File: config.mk
export PLATFORM = sky130hd
export DESIGN_NAME = lru_buffer_table
export DESIGN_NICKNAME = d
export VERILOG_FILES = /design/src/rtl/lbt_pkg.sv /design/src/rtl/lru_buffer_table.sv /design/src/rtl/lbt_ctrl.sv /design/src/rtl/lbt_datapath.sv
export SDC_FILE = /design/constraint.sdc
export NUM_CORES = 2
export LEC_CHECK = 0
export ABC_AREA = 0
export BUFFER_PORTS_ARGS = -buffer_cell sky130_fd_sc_hd__buf_2
export CORE_MARGIN = 2
export CORE_UTILIZATION = 35
export CTS_CLUSTER_DIAMETER = 60
export DETAILED_ROUTE_END_ITERATION = 8
export PLACE_DENSITY = 0.55
export SETUP_SLACK_MARGIN = 0.5
export SYNTH_ARGS = -nofsm -noshare
export SYNTH_HDL_FRONTEND = slang
export SYNTH_SLANG_ARGS = --single-unit
File: constraint.sdc
create_clock -name clock -period 11.6 [get_ports clock]
set_input_delay 2.32 -clock clock [delete_from_list [all_inputs] [get_ports clock]]
set_output_delay 2.32 -clock clock [all_outputs]
set_load 0.005 [all_outputs]
File: src/rtl/lbt_pkg.sv
`timescale 1ns / 1ps
// ----------------------------------------------------------------------------
// lbt_pkg
// Shared constants, request and status codes, controller/datapath
// interface structs and field conversion helpers for the buffer table.
// ----------------------------------------------------------------------------
package lbt_pkg;

   localparam int BUFFER_ENTRIES   = 32;
   localparam int DISK_BLOCK_COUNT = 8192;
   localparam int AGE_BITS         = 16;

   localparam int SLOT_BITS  = (BUFFER_ENTRIES > 1) ? $clog2(BUFFER_ENTRIES) : 1;
   localparam int BLOCK_BITS = $clog2(DISK_BLOCK_COUNT);

   // max-age search: first stage reduces groups of eight, second the group winners
   localparam int GROUP_SIZE  = 8;
   localparam int GROUP_COUNT = (BUFFER_ENTRIES + GROUP_SIZE - 1) / GROUP_SIZE;
   localparam int GROUP_PAD   = 1 << $clog2(GROUP_COUNT);
   localparam int PAD_ENTRIES = GROUP_PAD * GROUP_SIZE;

   // fixed field widths
   localparam int REQ_BITS       = 2;
   localparam int BLOCK_NUM_BITS = 16;
   localparam int STATUS_BITS    = 2;
   localparam int INDEX_BITS     = 5;
   localparam int WB_BLOCK_BITS  = 13;

   localparam logic [REQ_BITS-1:0] REQ_ALLOC   = 2'd0;
   localparam logic [REQ_BITS-1:0] REQ_LOOKUP  = 2'd1;
   localparam logic [REQ_BITS-1:0] REQ_DIRTY   = 2'd2;
   localparam logic [REQ_BITS-1:0] REQ_UNKNOWN = 2'd3;

   localparam logic [STATUS_BITS-1:0] STATUS_OK      = 2'd0;
   localparam logic [STATUS_BITS-1:0] STATUS_BOUND   = 2'd1;
   localparam logic [STATUS_BITS-1:0] STATUS_MISSING = 2'd2;

   typedef struct packed {
      logic capture;  // latch the request
      logic exec;     // answer lookup-style requests, age slots for allocate
      logic scan;     // register group winners and free slot
      logic finish;   // pick slot, write it, answer
   } lbt_cmd_type;

   typedef struct packed {
      logic alloc_ok; // latched request is an in-bound allocate
   } lbt_stat_type;

   function automatic logic [INDEX_BITS-1:0] to_index_field(input logic [SLOT_BITS-1:0] slot);
      logic [SLOT_BITS+INDEX_BITS-1:0] ext;
      ext = {{INDEX_BITS{1'b0}}, slot};
      return ext[INDEX_BITS-1:0];
   endfunction

   function automatic logic [WB_BLOCK_BITS-1:0] to_wb_field(input logic [BLOCK_BITS-1:0] blk);
      logic [BLOCK_BITS+WB_BLOCK_BITS-1:0] ext;
      ext = {{WB_BLOCK_BITS{1'b0}}, blk};
      return ext[WB_BLOCK_BITS-1:0];
   endfunction

endpackage

File: src/rtl/lru_buffer_table.sv
`timescale 1ns / 1ps
// ----------------------------------------------------------------------------
// lru_buffer_table
// Buffer-slot table with age-based LRU replacement: allocate, lookup and
// mark-dirty requests, one registered result per request.
// ----------------------------------------------------------------------------
// A request is taken when start is high and busy is low. Its result appears
// on the rsp_ ports for exactly one cycle, flagged by rsp_valid, and must be
// taken in that cycle since the block cannot hold it. Lookup, mark-dirty,
// out-of-bound and unknown requests pass through the execute state only: the
// result is registered there, and busy is already low in the cycle it shows,
// so the next request can transfer alongside it. An in-bound allocate steps
// through execute to age the used slots, scan for the first stage of the
// registered max-age tree with the free-slot search, and finish for the final
// tree stage, slot write and result. The table resets to all slots free.
module lru_buffer_table import lbt_pkg::*; (
   input  logic                      clock,
   input  logic                      reset,
   input  logic                      start,
   output logic                      busy,
   input  logic [REQ_BITS-1:0]       req_type,
   input  logic [BLOCK_NUM_BITS-1:0] req_block_num,
   output logic                      rsp_valid,
   output logic [STATUS_BITS-1:0]    rsp_status,
   output logic [INDEX_BITS-1:0]     rsp_slot_index,
   output logic                      rsp_writeback,
   output logic [WB_BLOCK_BITS-1:0]  rsp_writeback_block
);

   lbt_cmd_type  cmd;
   lbt_stat_type stat;

   lbt_ctrl u_ctrl (
      .clock (clock),
      .reset (reset),
      .start (start),
      .busy  (busy),
      .stat  (stat),
      .cmd   (cmd)
   );

   lbt_datapath u_datapath (
      .clock               (clock),
      .reset               (reset),
      .cmd                 (cmd),
      .stat                (stat),
      .req_type            (req_type),
      .req_block_num       (req_block_num),
      .rsp_valid           (rsp_valid),
      .rsp_status          (rsp_status),
      .rsp_slot_index      (rsp_slot_index),
      .rsp_writeback       (rsp_writeback),
      .rsp_writeback_block (rsp_writeback_block)
   );

`ifndef SYNTHESIS
   // a result only follows a cycle of work
   a_rsp_after_busy: assert property (@(posedge clock) disable iff (reset)
      rsp_valid |-> $past(busy))
      else $error("result without a request in flight");

   // an accepted request keeps the block busy for the next cycle
   a_busy_after_accept: assert property (@(posedge clock) disable iff (reset)
      (start && !busy) |=> busy)
      else $error("accepted request did not start work");

   // one result per request, never on consecutive cycles
   a_single_rsp: assert property (@(posedge clock) disable iff (reset)
      rsp_valid |=> !rsp_valid)
      else $error("result repeated");

   // error results carry no slot and no writeback
   a_error_fields: assert property (@(posedge clock) disable iff (reset)
      (rsp_valid && (rsp_status != STATUS_OK)) |->
         (rsp_slot_index == '0) && !rsp_writeback && (rsp_writeback_block == '0))
      else $error("error result with nonzero fields");
`endif

endmodule

File: src/rtl/lbt_ctrl.sv
`timescale 1ns / 1ps
// ----------------------------------------------------------------------------
// lbt_ctrl
// Sequencer for the buffer table: accepts a request and steps the datapath
// through execute, and for an in-bound allocate on to max-age scan and finish.
// ----------------------------------------------------------------------------
module lbt_ctrl import lbt_pkg::*; (
   input  logic         clock,
   input  logic         reset,
   input  logic         start,
   output logic         busy,
   input  lbt_stat_type stat,
   output lbt_cmd_type  cmd
);

   localparam logic [1:0] ST_IDLE   = 2'd0;
   localparam logic [1:0] ST_EXEC   = 2'd1;
   localparam logic [1:0] ST_SCAN   = 2'd2;
   localparam logic [1:0] ST_FINISH = 2'd3;

   logic [1:0] state_ff;
   logic [1:0] state_in;

   always_comb begin
      state_in = state_ff;
      cmd      = '0;
      unique case (state_ff)
         ST_IDLE: begin
            cmd.capture = start;
            if (start) begin
               state_in = ST_EXEC;
            end
         end
         ST_EXEC: begin
            cmd.exec = 1'b1;
            state_in = stat.alloc_ok ? ST_SCAN : ST_IDLE;
         end
         ST_SCAN: begin
            cmd.scan = 1'b1;
            state_in = ST_FINISH;
         end
         ST_FINISH: begin
            cmd.finish = 1'b1;
            state_in   = ST_IDLE;
         end
         default: begin
            state_in = ST_IDLE;
         end
      endcase
   end

   assign busy = (state_ff != ST_IDLE);

   always_ff @(posedge clock) begin
      if (reset) begin
         state_ff <= ST_IDLE;
      end else begin
         state_ff <= state_in;
      end
   end

endmodule

File: src/rtl/lbt_datapath.sv
`timescale 1ns / 1ps
// ----------------------------------------------------------------------------
// lbt_datapath
// Slot table registers, block match, free-slot search, two-stage max-age
// tree and the registered response.
// ----------------------------------------------------------------------------
module lbt_datapath import lbt_pkg::*; (
   input  logic                      clock,
   input  logic                      reset,
   input  lbt_cmd_type               cmd,
   output lbt_stat_type              stat,
   input  logic [REQ_BITS-1:0]       req_type,
   input  logic [BLOCK_NUM_BITS-1:0] req_block_num,
   output logic                      rsp_valid,
   output logic [STATUS_BITS-1:0]    rsp_status,
   output logic [INDEX_BITS-1:0]     rsp_slot_index,
   output logic                      rsp_writeback,
   output logic [WB_BLOCK_BITS-1:0]  rsp_writeback_block
);

   // request
   logic [REQ_BITS-1:0]       req_type_ff;
   logic [BLOCK_NUM_BITS-1:0] req_block_ff;

   // slot table
   logic [BUFFER_ENTRIES-1:0] slot_used_ff, slot_used_in;
   logic [BUFFER_ENTRIES-1:0] slot_dirty_ff, slot_dirty_in;
   logic [AGE_BITS-1:0]       slot_age_ff [BUFFER_ENTRIES];
   logic [AGE_BITS-1:0]       slot_age_in [BUFFER_ENTRIES];
   logic [BLOCK_BITS-1:0]     slot_block_ff [BUFFER_ENTRIES];
   logic [BLOCK_BITS-1:0]     slot_block_in [BUFFER_ENTRIES];

   // scan stage
   logic [AGE_BITS-1:0]  grp_age_ff [GROUP_PAD];
   logic [AGE_BITS-1:0]  grp_age_in [GROUP_PAD];
   logic [SLOT_BITS-1:0] grp_idx_ff [GROUP_PAD];
   logic [SLOT_BITS-1:0] grp_idx_in [GROUP_PAD];
   logic                 free_any_ff, free_any_in;
   logic [SLOT_BITS-1:0] free_idx_ff, free_idx_in;

   // response
   logic                     rsp_valid_ff, rsp_valid_in;
   logic [STATUS_BITS-1:0]   rsp_status_ff, rsp_status_in;
   logic [INDEX_BITS-1:0]    rsp_index_ff, rsp_index_in;
   logic                     rsp_wb_ff, rsp_wb_in;
   logic [WB_BLOCK_BITS-1:0] rsp_wb_block_ff, rsp_wb_block_in;

   logic                      in_bound;
   logic [BLOCK_BITS-1:0]     req_blk;
   logic [BUFFER_ENTRIES-1:0] hit;
   logic                      hit_any;
   logic [SLOT_BITS-1:0]      hit_idx;
   logic [AGE_BITS-1:0]       age_pad [PAD_ENTRIES];
   logic [SLOT_BITS-1:0]      victim_idx;
   logic [SLOT_BITS-1:0]      pick_idx;

   assign in_bound = {1'b0, req_block_ff} < (BLOCK_NUM_BITS + 1)'(DISK_BLOCK_COUNT);
   assign req_blk  = req_block_ff[BLOCK_BITS-1:0];
   assign stat.alloc_ok = in_bound && (req_type_ff == REQ_ALLOC);

   // lowest used slot that holds the block
   always_comb begin
      for (int i = 0; i < BUFFER_ENTRIES; i++) begin
         hit[i] = slot_used_ff[i] && (slot_block_ff[i] == req_blk);
      end
      hit_idx = '0;
      for (int i = BUFFER_ENTRIES - 1; i >= 0; i--) begin
         if (hit[i]) begin
            hit_idx = SLOT_BITS'(i);
         end
      end
   end
   assign hit_any = |hit;

   // lowest free slot
   always_comb begin
      free_idx_in = '0;
      for (int i = BUFFER_ENTRIES - 1; i >= 0; i--) begin
         if (!slot_used_ff[i]) begin
            free_idx_in = SLOT_BITS'(i);
         end
      end
      free_any_in = ~&slot_used_ff;
   end

   // pad entries read as age zero and never win a strict compare
   for (genvar e = 0; e < PAD_ENTRIES; e++) begin : g_pad
      if (e < BUFFER_ENTRIES) begin : g_real
         assign age_pad[e] = slot_age_ff[e];
      end else begin : g_fill
         assign age_pad[e] = '0;
      end
   end

   // first tree stage: oldest of each group, lower index kept on a tie
   always_comb begin
      logic [AGE_BITS-1:0]  t_age [GROUP_SIZE];
      logic [SLOT_BITS-1:0] t_idx [GROUP_SIZE];
      for (int g = 0; g < GROUP_PAD; g++) begin
         for (int j = 0; j < GROUP_SIZE; j++) begin
            t_age[j] = age_pad[g * GROUP_SIZE + j];
            t_idx[j] = SLOT_BITS'(g * GROUP_SIZE + j);
         end
         for (int s = 1; s < GROUP_SIZE; s = s * 2) begin
            for (int k = 0; k < GROUP_SIZE; k = k + 2 * s) begin
               if (t_age[k + s] > t_age[k]) begin
                  t_age[k] = t_age[k + s];
                  t_idx[k] = t_idx[k + s];
               end
            end
         end
         grp_age_in[g] = t_age[0];
         grp_idx_in[g] = t_idx[0];
      end
   end

   // second tree stage over the registered group winners
   always_comb begin
      logic [AGE_BITS-1:0]  v_age [GROUP_PAD];
      logic [SLOT_BITS-1:0] v_idx [GROUP_PAD];
      for (int g = 0; g < GROUP_PAD; g++) begin
         v_age[g] = grp_age_ff[g];
         v_idx[g] = grp_idx_ff[g];
      end
      for (int s = 1; s < GROUP_PAD; s = s * 2) begin
         for (int k = 0; k < GROUP_PAD; k = k + 2 * s) begin
            if (v_age[k + s] > v_age[k]) begin
               v_age[k] = v_age[k + s];
               v_idx[k] = v_idx[k + s];
            end
         end
      end
      victim_idx = v_idx[0];
   end

   assign pick_idx = free_any_ff ? free_idx_ff : victim_idx;

   // table update and response
   always_comb begin
      slot_used_in    = slot_used_ff;
      slot_dirty_in   = slot_dirty_ff;
      slot_age_in     = slot_age_ff;
      slot_block_in   = slot_block_ff;
      rsp_valid_in    = 1'b0;
      rsp_status_in   = rsp_status_ff;
      rsp_index_in    = rsp_index_ff;
      rsp_wb_in       = rsp_wb_ff;
      rsp_wb_block_in = rsp_wb_block_ff;

      if (cmd.exec) begin
         if (stat.alloc_ok) begin
            // age every used slot, saturating
            for (int i = 0; i < BUFFER_ENTRIES; i++) begin
               if (slot_used_ff[i] && (slot_age_ff[i] != {AGE_BITS{1'b1}})) begin
                  slot_age_in[i] = slot_age_ff[i] + AGE_BITS'(1);
               end
            end
         end else begin
            rsp_valid_in    = 1'b1;
            rsp_index_in    = '0;
            rsp_wb_in       = 1'b0;
            rsp_wb_block_in = '0;
            priority if (req_type_ff == REQ_UNKNOWN) begin
               rsp_status_in = STATUS_OK;
            end else if (!in_bound) begin
               rsp_status_in = STATUS_BOUND;
            end else if (!hit_any) begin
               rsp_status_in = STATUS_MISSING;
            end else begin
               rsp_status_in = STATUS_OK;
               rsp_index_in  = to_index_field(hit_idx);
               if (req_type_ff == REQ_DIRTY) begin
                  slot_dirty_in[hit_idx] = 1'b1;
               end
            end
         end
      end

      if (cmd.finish) begin
         rsp_valid_in    = 1'b1;
         rsp_status_in   = STATUS_OK;
         rsp_index_in    = to_index_field(pick_idx);
         rsp_wb_in       = !free_any_ff && slot_dirty_ff[victim_idx];
         rsp_wb_block_in = rsp_wb_in ? to_wb_field(slot_block_ff[victim_idx]) : '0;
         slot_used_in[pick_idx]  = 1'b1;
         slot_dirty_in[pick_idx] = 1'b0;
         slot_age_in[pick_idx]   = '0;
         slot_block_in[pick_idx] = req_blk;
      end
   end

   always_ff @(posedge clock) begin
      if (reset) begin
         slot_used_ff  <= '0;
         slot_dirty_ff <= '0;
         slot_age_ff   <= '{default: '0};
         rsp_valid_ff  <= 1'b0;
      end else begin
         slot_used_ff  <= slot_used_in;
         slot_dirty_ff <= slot_dirty_in;
         slot_age_ff   <= slot_age_in;
         rsp_valid_ff  <= rsp_valid_in;
      end
   end

   always_ff @(posedge clock) begin
      if (cmd.capture) begin
         req_type_ff  <= req_type;
         req_block_ff <= req_block_num;
      end
      if (cmd.scan) begin
         grp_age_ff  <= grp_age_in;
         grp_idx_ff  <= grp_idx_in;
         free_any_ff <= free_any_in;
         free_idx_ff <= free_idx_in;
      end
      slot_block_ff   <= slot_block_in;
      rsp_status_ff   <= rsp_status_in;
      rsp_index_ff    <= rsp_index_in;
      rsp_wb_ff       <= rsp_wb_in;
      rsp_wb_block_ff <= rsp_wb_block_in;
   end

   assign rsp_valid           = rsp_valid_ff;
   assign rsp_status          = rsp_status_ff;
   assign rsp_slot_index      = rsp_index_ff;
   assign rsp_writeback       = rsp_wb_ff;
   assign rsp_writeback_block = rsp_wb_block_ff;

endmodule
# == Yosys cells after proc, flatten, opt, wreduce, memory -nomap -nowiden ==
# Cells that the tools add are included.
# classes
n_lt_le_gt_ge,40
n_eq_ne,71
muxes,207
addsub,32
n_reduce_logical,83
bitwise,9
# ops
cell,n
2-to-1 mux 512 bit,3
2-to-1 mux 16 bit,63
"adder 16 x 1 -> 16 bit, second input constant",32
bitwise AND 512 bit,1
"!= test 16 bit, second input constant",32
inverter 512 bit,1
> comparator 16 bit,31
bitwise mux 416 bit,1
equality test 13 bit,32
2-to-1 mux 5 bit,58
2-to-1 mux 32 bit,7
2-to-1 mux 13 bit,7
demux 16 bit (select 5 bit),1
logical AND 1 bit,69
binary-select mux 13 bit (select 5 bit),1
demux 13 bit (select 5 bit),1
bitwise OR 32 bit,2
bitwise AND 32 bit,1
2-to-1 mux 4 bit,8
inverter 32 bit,1
AND reduction 32 bit,1
OR reduction 32 bit,1
2-to-1 mux 1 bit,30
2-to-1 mux 2 bit,15
21 further kinds,43
# totals
reg_bits,1124

# == Logic depth before layout (Yosys ltp) ==
# depth
depth_word,47
ltp_mapped,41

# == Hierarchy ==
# Synthesis repeated with hierarchy kept, for this count alone.
# hier_totals
cells_unflattened,7156
hier_area_um2,68303.0
# modules_own_cells
mod,area_per_inst_um2,cells_each,n_inst
lbt_datapath,68199.2,7143,1
lbt_ctrl,103.8,13,1

# == Least setup slack after synthesis ==
# No wires, ideal clock.
# synth_timing
kind,register -> register
from,"register u_datapath.slot_age_ff, in the netlist u_datapath.age_pad[81]"
to,register u_datapath.grp_idx_ff[1] (netlist name) (data pin)
path_slack_ns,3.684
setup_ns,0.276
path_stages_with_launch,42
t_arrival_ns,7.641
t_required_ns,11.324
path_cell_list,dfxtp_1 inv_1 ha_1 nor2b_1 o21a_1 o21a_1 o21a_1 o21a_1 o21ai_0 a21oi_1 o221ai_1 buf_1 buf_2 mux2i_1 inv_1 ha_1 a21o_1 a21o_1 [6 not listed] clkbuf_1 clkbuf_1 mux2_2 inv_1 ha_1 nor2b_1 o21a_1 o21a_1 o21a_1 o21a_1 o21a_1 o21a_1 o21ai_0 a21boi_0 o22ai_1 buf_1 buf_2 mux2i_1
# synth_rtl
element,line_no,rtl
start: declaration,lbt_datapath.sv:28,logic [AGE_BITS-1:0] slot_age_ff [BUFFER_ENTRIES];
start signal: assignment,lbt_datapath.sv:201,slot_age_ff <= slot_age_in;
end signal: assignment,lbt_datapath.sv:213,grp_idx_ff <= grp_idx_in;
end: declaration,lbt_datapath.sv:36,logic [SLOT_BITS-1:0] grp_idx_ff [GROUP_PAD];

==> flow_metrics.py <==
metrics = {
    "yosys": {
        "synth_seq_area_share_pct": 40.26,
        "synth_area_mm2": 0.06880,
        "synth-edff-count": 535,
        "ys_types": 97,
        "synth_top_family_by_area": "simple AND/OR/NAND/NOR gates",
        "synth.largest_area_cell": "edfxtp_1",
        "synth.top_cell.area_share_pct": 23.35,
        "netlist_instances": 7156,
        "netlist_top_cells_area": "edfxtp_1 (23%), dfxtp_1 (17%), ha_1 (9.6%)",
        "synth_compound_area_share_pct": 8.075,
        "yosys.area_share.simple_pct": 16.74,
        "synth_common_cells": "nor2_1 (817), xnor2_1 (651), dfxtp_1 (581), inv_1 (547), edfxtp_1 (535)",
        "synth_xor_area_share_pct": 11.24,
        "synth.net_count": 7705,
        "synth.avg_cell_area_um2": 9.614,
        "ys_async_sr_fraction_pct": 0,
        "muxShareOfSynthArea_pct": 8.895,
        "yosys_warnings": 0,
        "ys.flop_type": "dfxtp_1",
        "synth_most_common_cell": "nor2_1",
        "ys_ff_latch": 1116,
        "synthAdderAreaFrac_pct": 9.603,
    },
    "route": {
        "route.met2.wl_um": 90820,
        "top_layer_used": "met5",
        "first_pass_iters": 8,
        "wl_met1_um": 95430,
        "drc": 0,
        "drt_wl_total_um": 203500,
        "wl_met3_um": 12140,
        "drtAntennaViolNets": 0,
        "drt-vias-per-instance": 5.304,
        "vias": 52450,
        "drtIter0Drc": 4598,
        "post_drt_wl_per_cell_um": 20.58,
    },
    "clock_network": {
        "clock_latency_ns": 0.80,
        "clock-sinks": 1116,
        "cts-htree-levels": 4,
        "ctsRootBufferMaster": "clkbuf_16",
        "cts_buffers": 142,
        "post_cts_resized": 0,
        "path_clk_slew_ns": 0.06,
        "cts_setup_buffers": 0,
        "ctsHoldBuffers": 0,
        "cts_tree": "built",
        "cts_buffer_depth": 3,
    },
    "hold_path": {
        "hold_class": "reg -> reg",
        "holdPathEnd": "u_datapath.slot_dirty_ff[6]$_SDFF_PP0_",
        "whs_path_depth": 2,
        "hold_path.startpoint": "u_datapath.slot_dirty_ff[6]$_SDFF_PP0_",
    },
    "floorplanning": {
        "start_util_pct": 35.25,
        "dieArea_mm2": 0.2001,
        "coreArea_mm2": 0.1952,
        "chipWidth_um": 447.4,
        "die_y_um": 447.4,
        "num_rows": 162,
        "io_pins": 44,
    },
    "global_route": {
        "grt_pass1_vias": 50850,
        "antenna_found_initial": 10,
        "grt_pass1_wl_um": 310300,
        "overflow": 0,
        "grt_max_degree": 127,
        "grt_usage_pct": 19.98,
    },
    "critical_path": {
        "critical_path.startpoint_type": "flop",
        "path_buf_inv": 4,
        "end_kind": "flop",
        "critPathKind": "reg -> reg",
        "r2r_slack_ns": 2.75,
        "cp_max_fo": 33,
        "path_common_cell": "o21a_1",
        "r2r-start": "u_datapath.age_pad[274]$_SDFF_PP0_",
        "r2r_end": "u_datapath.grp_age_ff[44]$_DFFE_PP_",
        "r2r_cells": 37,
        "critPathArrivalTime_ns": 9.33,
        "crit_path_top_delay_cell": "o21ai_2",
        "path_delay_family": "compound AO/OA/AOI/OAI gates",
        "cp_data_required_time_ns": 12.08,
        "max_stage_delay_ns": 0.84,
    },
    "layout": {
        "final_util_pct": 39.26,
        "num-nets-final": 7697,
        "fillers": 19260,
        "antenna_cells": 0,
        "area_growth_pct": 11.38,
        "final_layout_size_suffix_gt1_share_pct": 8.313,
    },
    "pwr": {
        "pwr-share-clk_pct": 51.5,
        "power_switching_share_pct": 22.99,
        "power_frac_comb_pct": 3.1,
        "p_leak_nw": 29.44,
        "p_sw_w": 0.002093,
        "sequentialPowerShare_pct": 45.4,
        "powerDensity_mw_per_mm2": 118.8,
        "ir_worst_vdd_uv": 143.1,
        "internal_power_w": 0.007012,
        "power_w": 0.009105,
    },
    "timing": {
        "period_share_pct": 76.25,
        "tns_ns": 0,
        "grt_setup_unrepaired": "no",
        "fin_worst_skew_ns": 0.04560,
        "worst_slew_pin_slew_ns": 1.289,
        "fmax_mhz": 113.1,
        "slew_violations": 0,
        "period_needed_ns": 8.845,
        "hold_viol_final": 0,
        "setup_viol_count_final": 0,
        "fin_hold_ws_ns": 0.4529,
        "slew_headroom_pct": 13.86,
    },
    "flow_run": {
        "drv_cap": 0,
    },
    "placed_design": {
        "port_buffers": 43,
        "gp_congestion": 0.9072,
        "hpwl_um": 149400,
    },
    "outcome": {
        "status": "finished, final reports clean",
    },
}
## area by class of cell
class                      instances  area, um^2  share of cell area [%]
clock inverter                    69       903.4                   1.179
clock buffer                     193        4096                   5.346
tap                             2624        3283                   4.285
multi-input combinational       5207       37690                   49.18
sequential                      1116       27700                   36.15
inverter                         548        2057                   2.684
timing repair buffer             133       903.4                   1.179
## cells by family (layout without fill, tap and decap cells)
| logic type | Yosys count | count (layout) |
|---|---|---|
| and+or+nand+nor | 2432 | 2432 |
| xor gates and xnor gates | 883 | 883 |
| AOI/OAI and AO/OA | 772 | 772 |
| muxes | 592 | 592 |
| adders and majority gates | 528 | 528 |
| buffers and inverters | 833 | 943 |
| DFF | 1116 | 1116 |
## sequential cells by signal (all words and copies together), names as in the netlist, 2 cells and up, named ones only
name,count
u_datapath.rsp_slot_index,5
u_datapath.age_pad,512
u_datapath.rsp_writeback_block,13
u_datapath.rsp_status,2
u_datapath.slot_used_ff,32
u_datapath.grp_idx_ff,12
u_datapath.req_block_ff,16
u_datapath.slot_dirty_ff,32
u_datapath.slot_block_ff,416
u_datapath.grp_age_ff,64
u_datapath.free_idx_ff,5
u_datapath.req_type_ff,2
## metrics by stage
step	setup slack, ns	instances	instance area [um^2]
floorplan	3.684	7156	68800
global placement	2.911	9628	71630
detailed placement	2.869	9628	71630
CTS	2.818	9890	76630
global route	2.177	9890	76630
finish	2.755	9890	76630
## power groups by stage
stage	Clock [W]	Combinational, W	Sequential [W]
detailed placement	0	0.000279	0.00422
CTS	0.00479	0.000280	0.00414
global route	0.00495	0.000298	0.00413
global placement	0	0.000278	0.00422
finish	0.00469	0.000281	0.00414
floorplan	0	0.000183	0.00423
## layer usage
| metal | global-route usage (%) | up-vias |
|---|---|---|
| li1 | - | 25130 |
| met1 | 28.29 | 25560 |
| met2 | 31.58 | 1476 |
| met3 | 2.930 | 289 |
| met4 | 5.491 | 2 |
| met5 | 0 | - |
## tightest hold or removal path, cell delays in order (launching register included)
cell and delay (ns):
dfxtp_1 0.31, inv_1 0.05, a21oi_1 0.05
## worst max path at each step
stage | from | end | cells past startpoint
final | u_datapath.age_pad[274]$_SDFF_PP0_ | u_datapath.grp_age_ff[44]$_DFFE_PP_ | 37
after global routing | u_datapath.age_pad[274]$_SDFF_PP0_ | u_datapath.grp_age_ff[44]$_DFFE_PP_ | 37
after CTS | u_datapath.age_pad[274]$_SDFF_PP0_ | u_datapath.grp_age_ff[44]$_DFFE_PP_ | 37
after detailed placement | u_datapath.age_pad[258]$_SDFF_PP0_ | u_datapath.grp_age_ff[39]$_DFFE_PP_ | 36
after global placement | u_datapath.age_pad[258]$_SDFF_PP0_ | u_datapath.grp_age_ff[35]$_DFFE_PP_ | 36
after floorplan | u_datapath.age_pad[81]$_SDFF_PP0_ | u_datapath.grp_idx_ff[1]$_DFFE_PP_ | 41
## placed cells by master (no fill, tap or decap), types with 232 or more instances in the layout
cell,instances
nand4_1,260
nand3_1,281
nand2_1,531
edfxtp_1,535
nor2_1,817
dfxtp_1,581
inv_1,547
ha_1,528
mux2i_1,447
xor2_1,232
xnor2_1,651
Power figures use the tool's default switching activity.
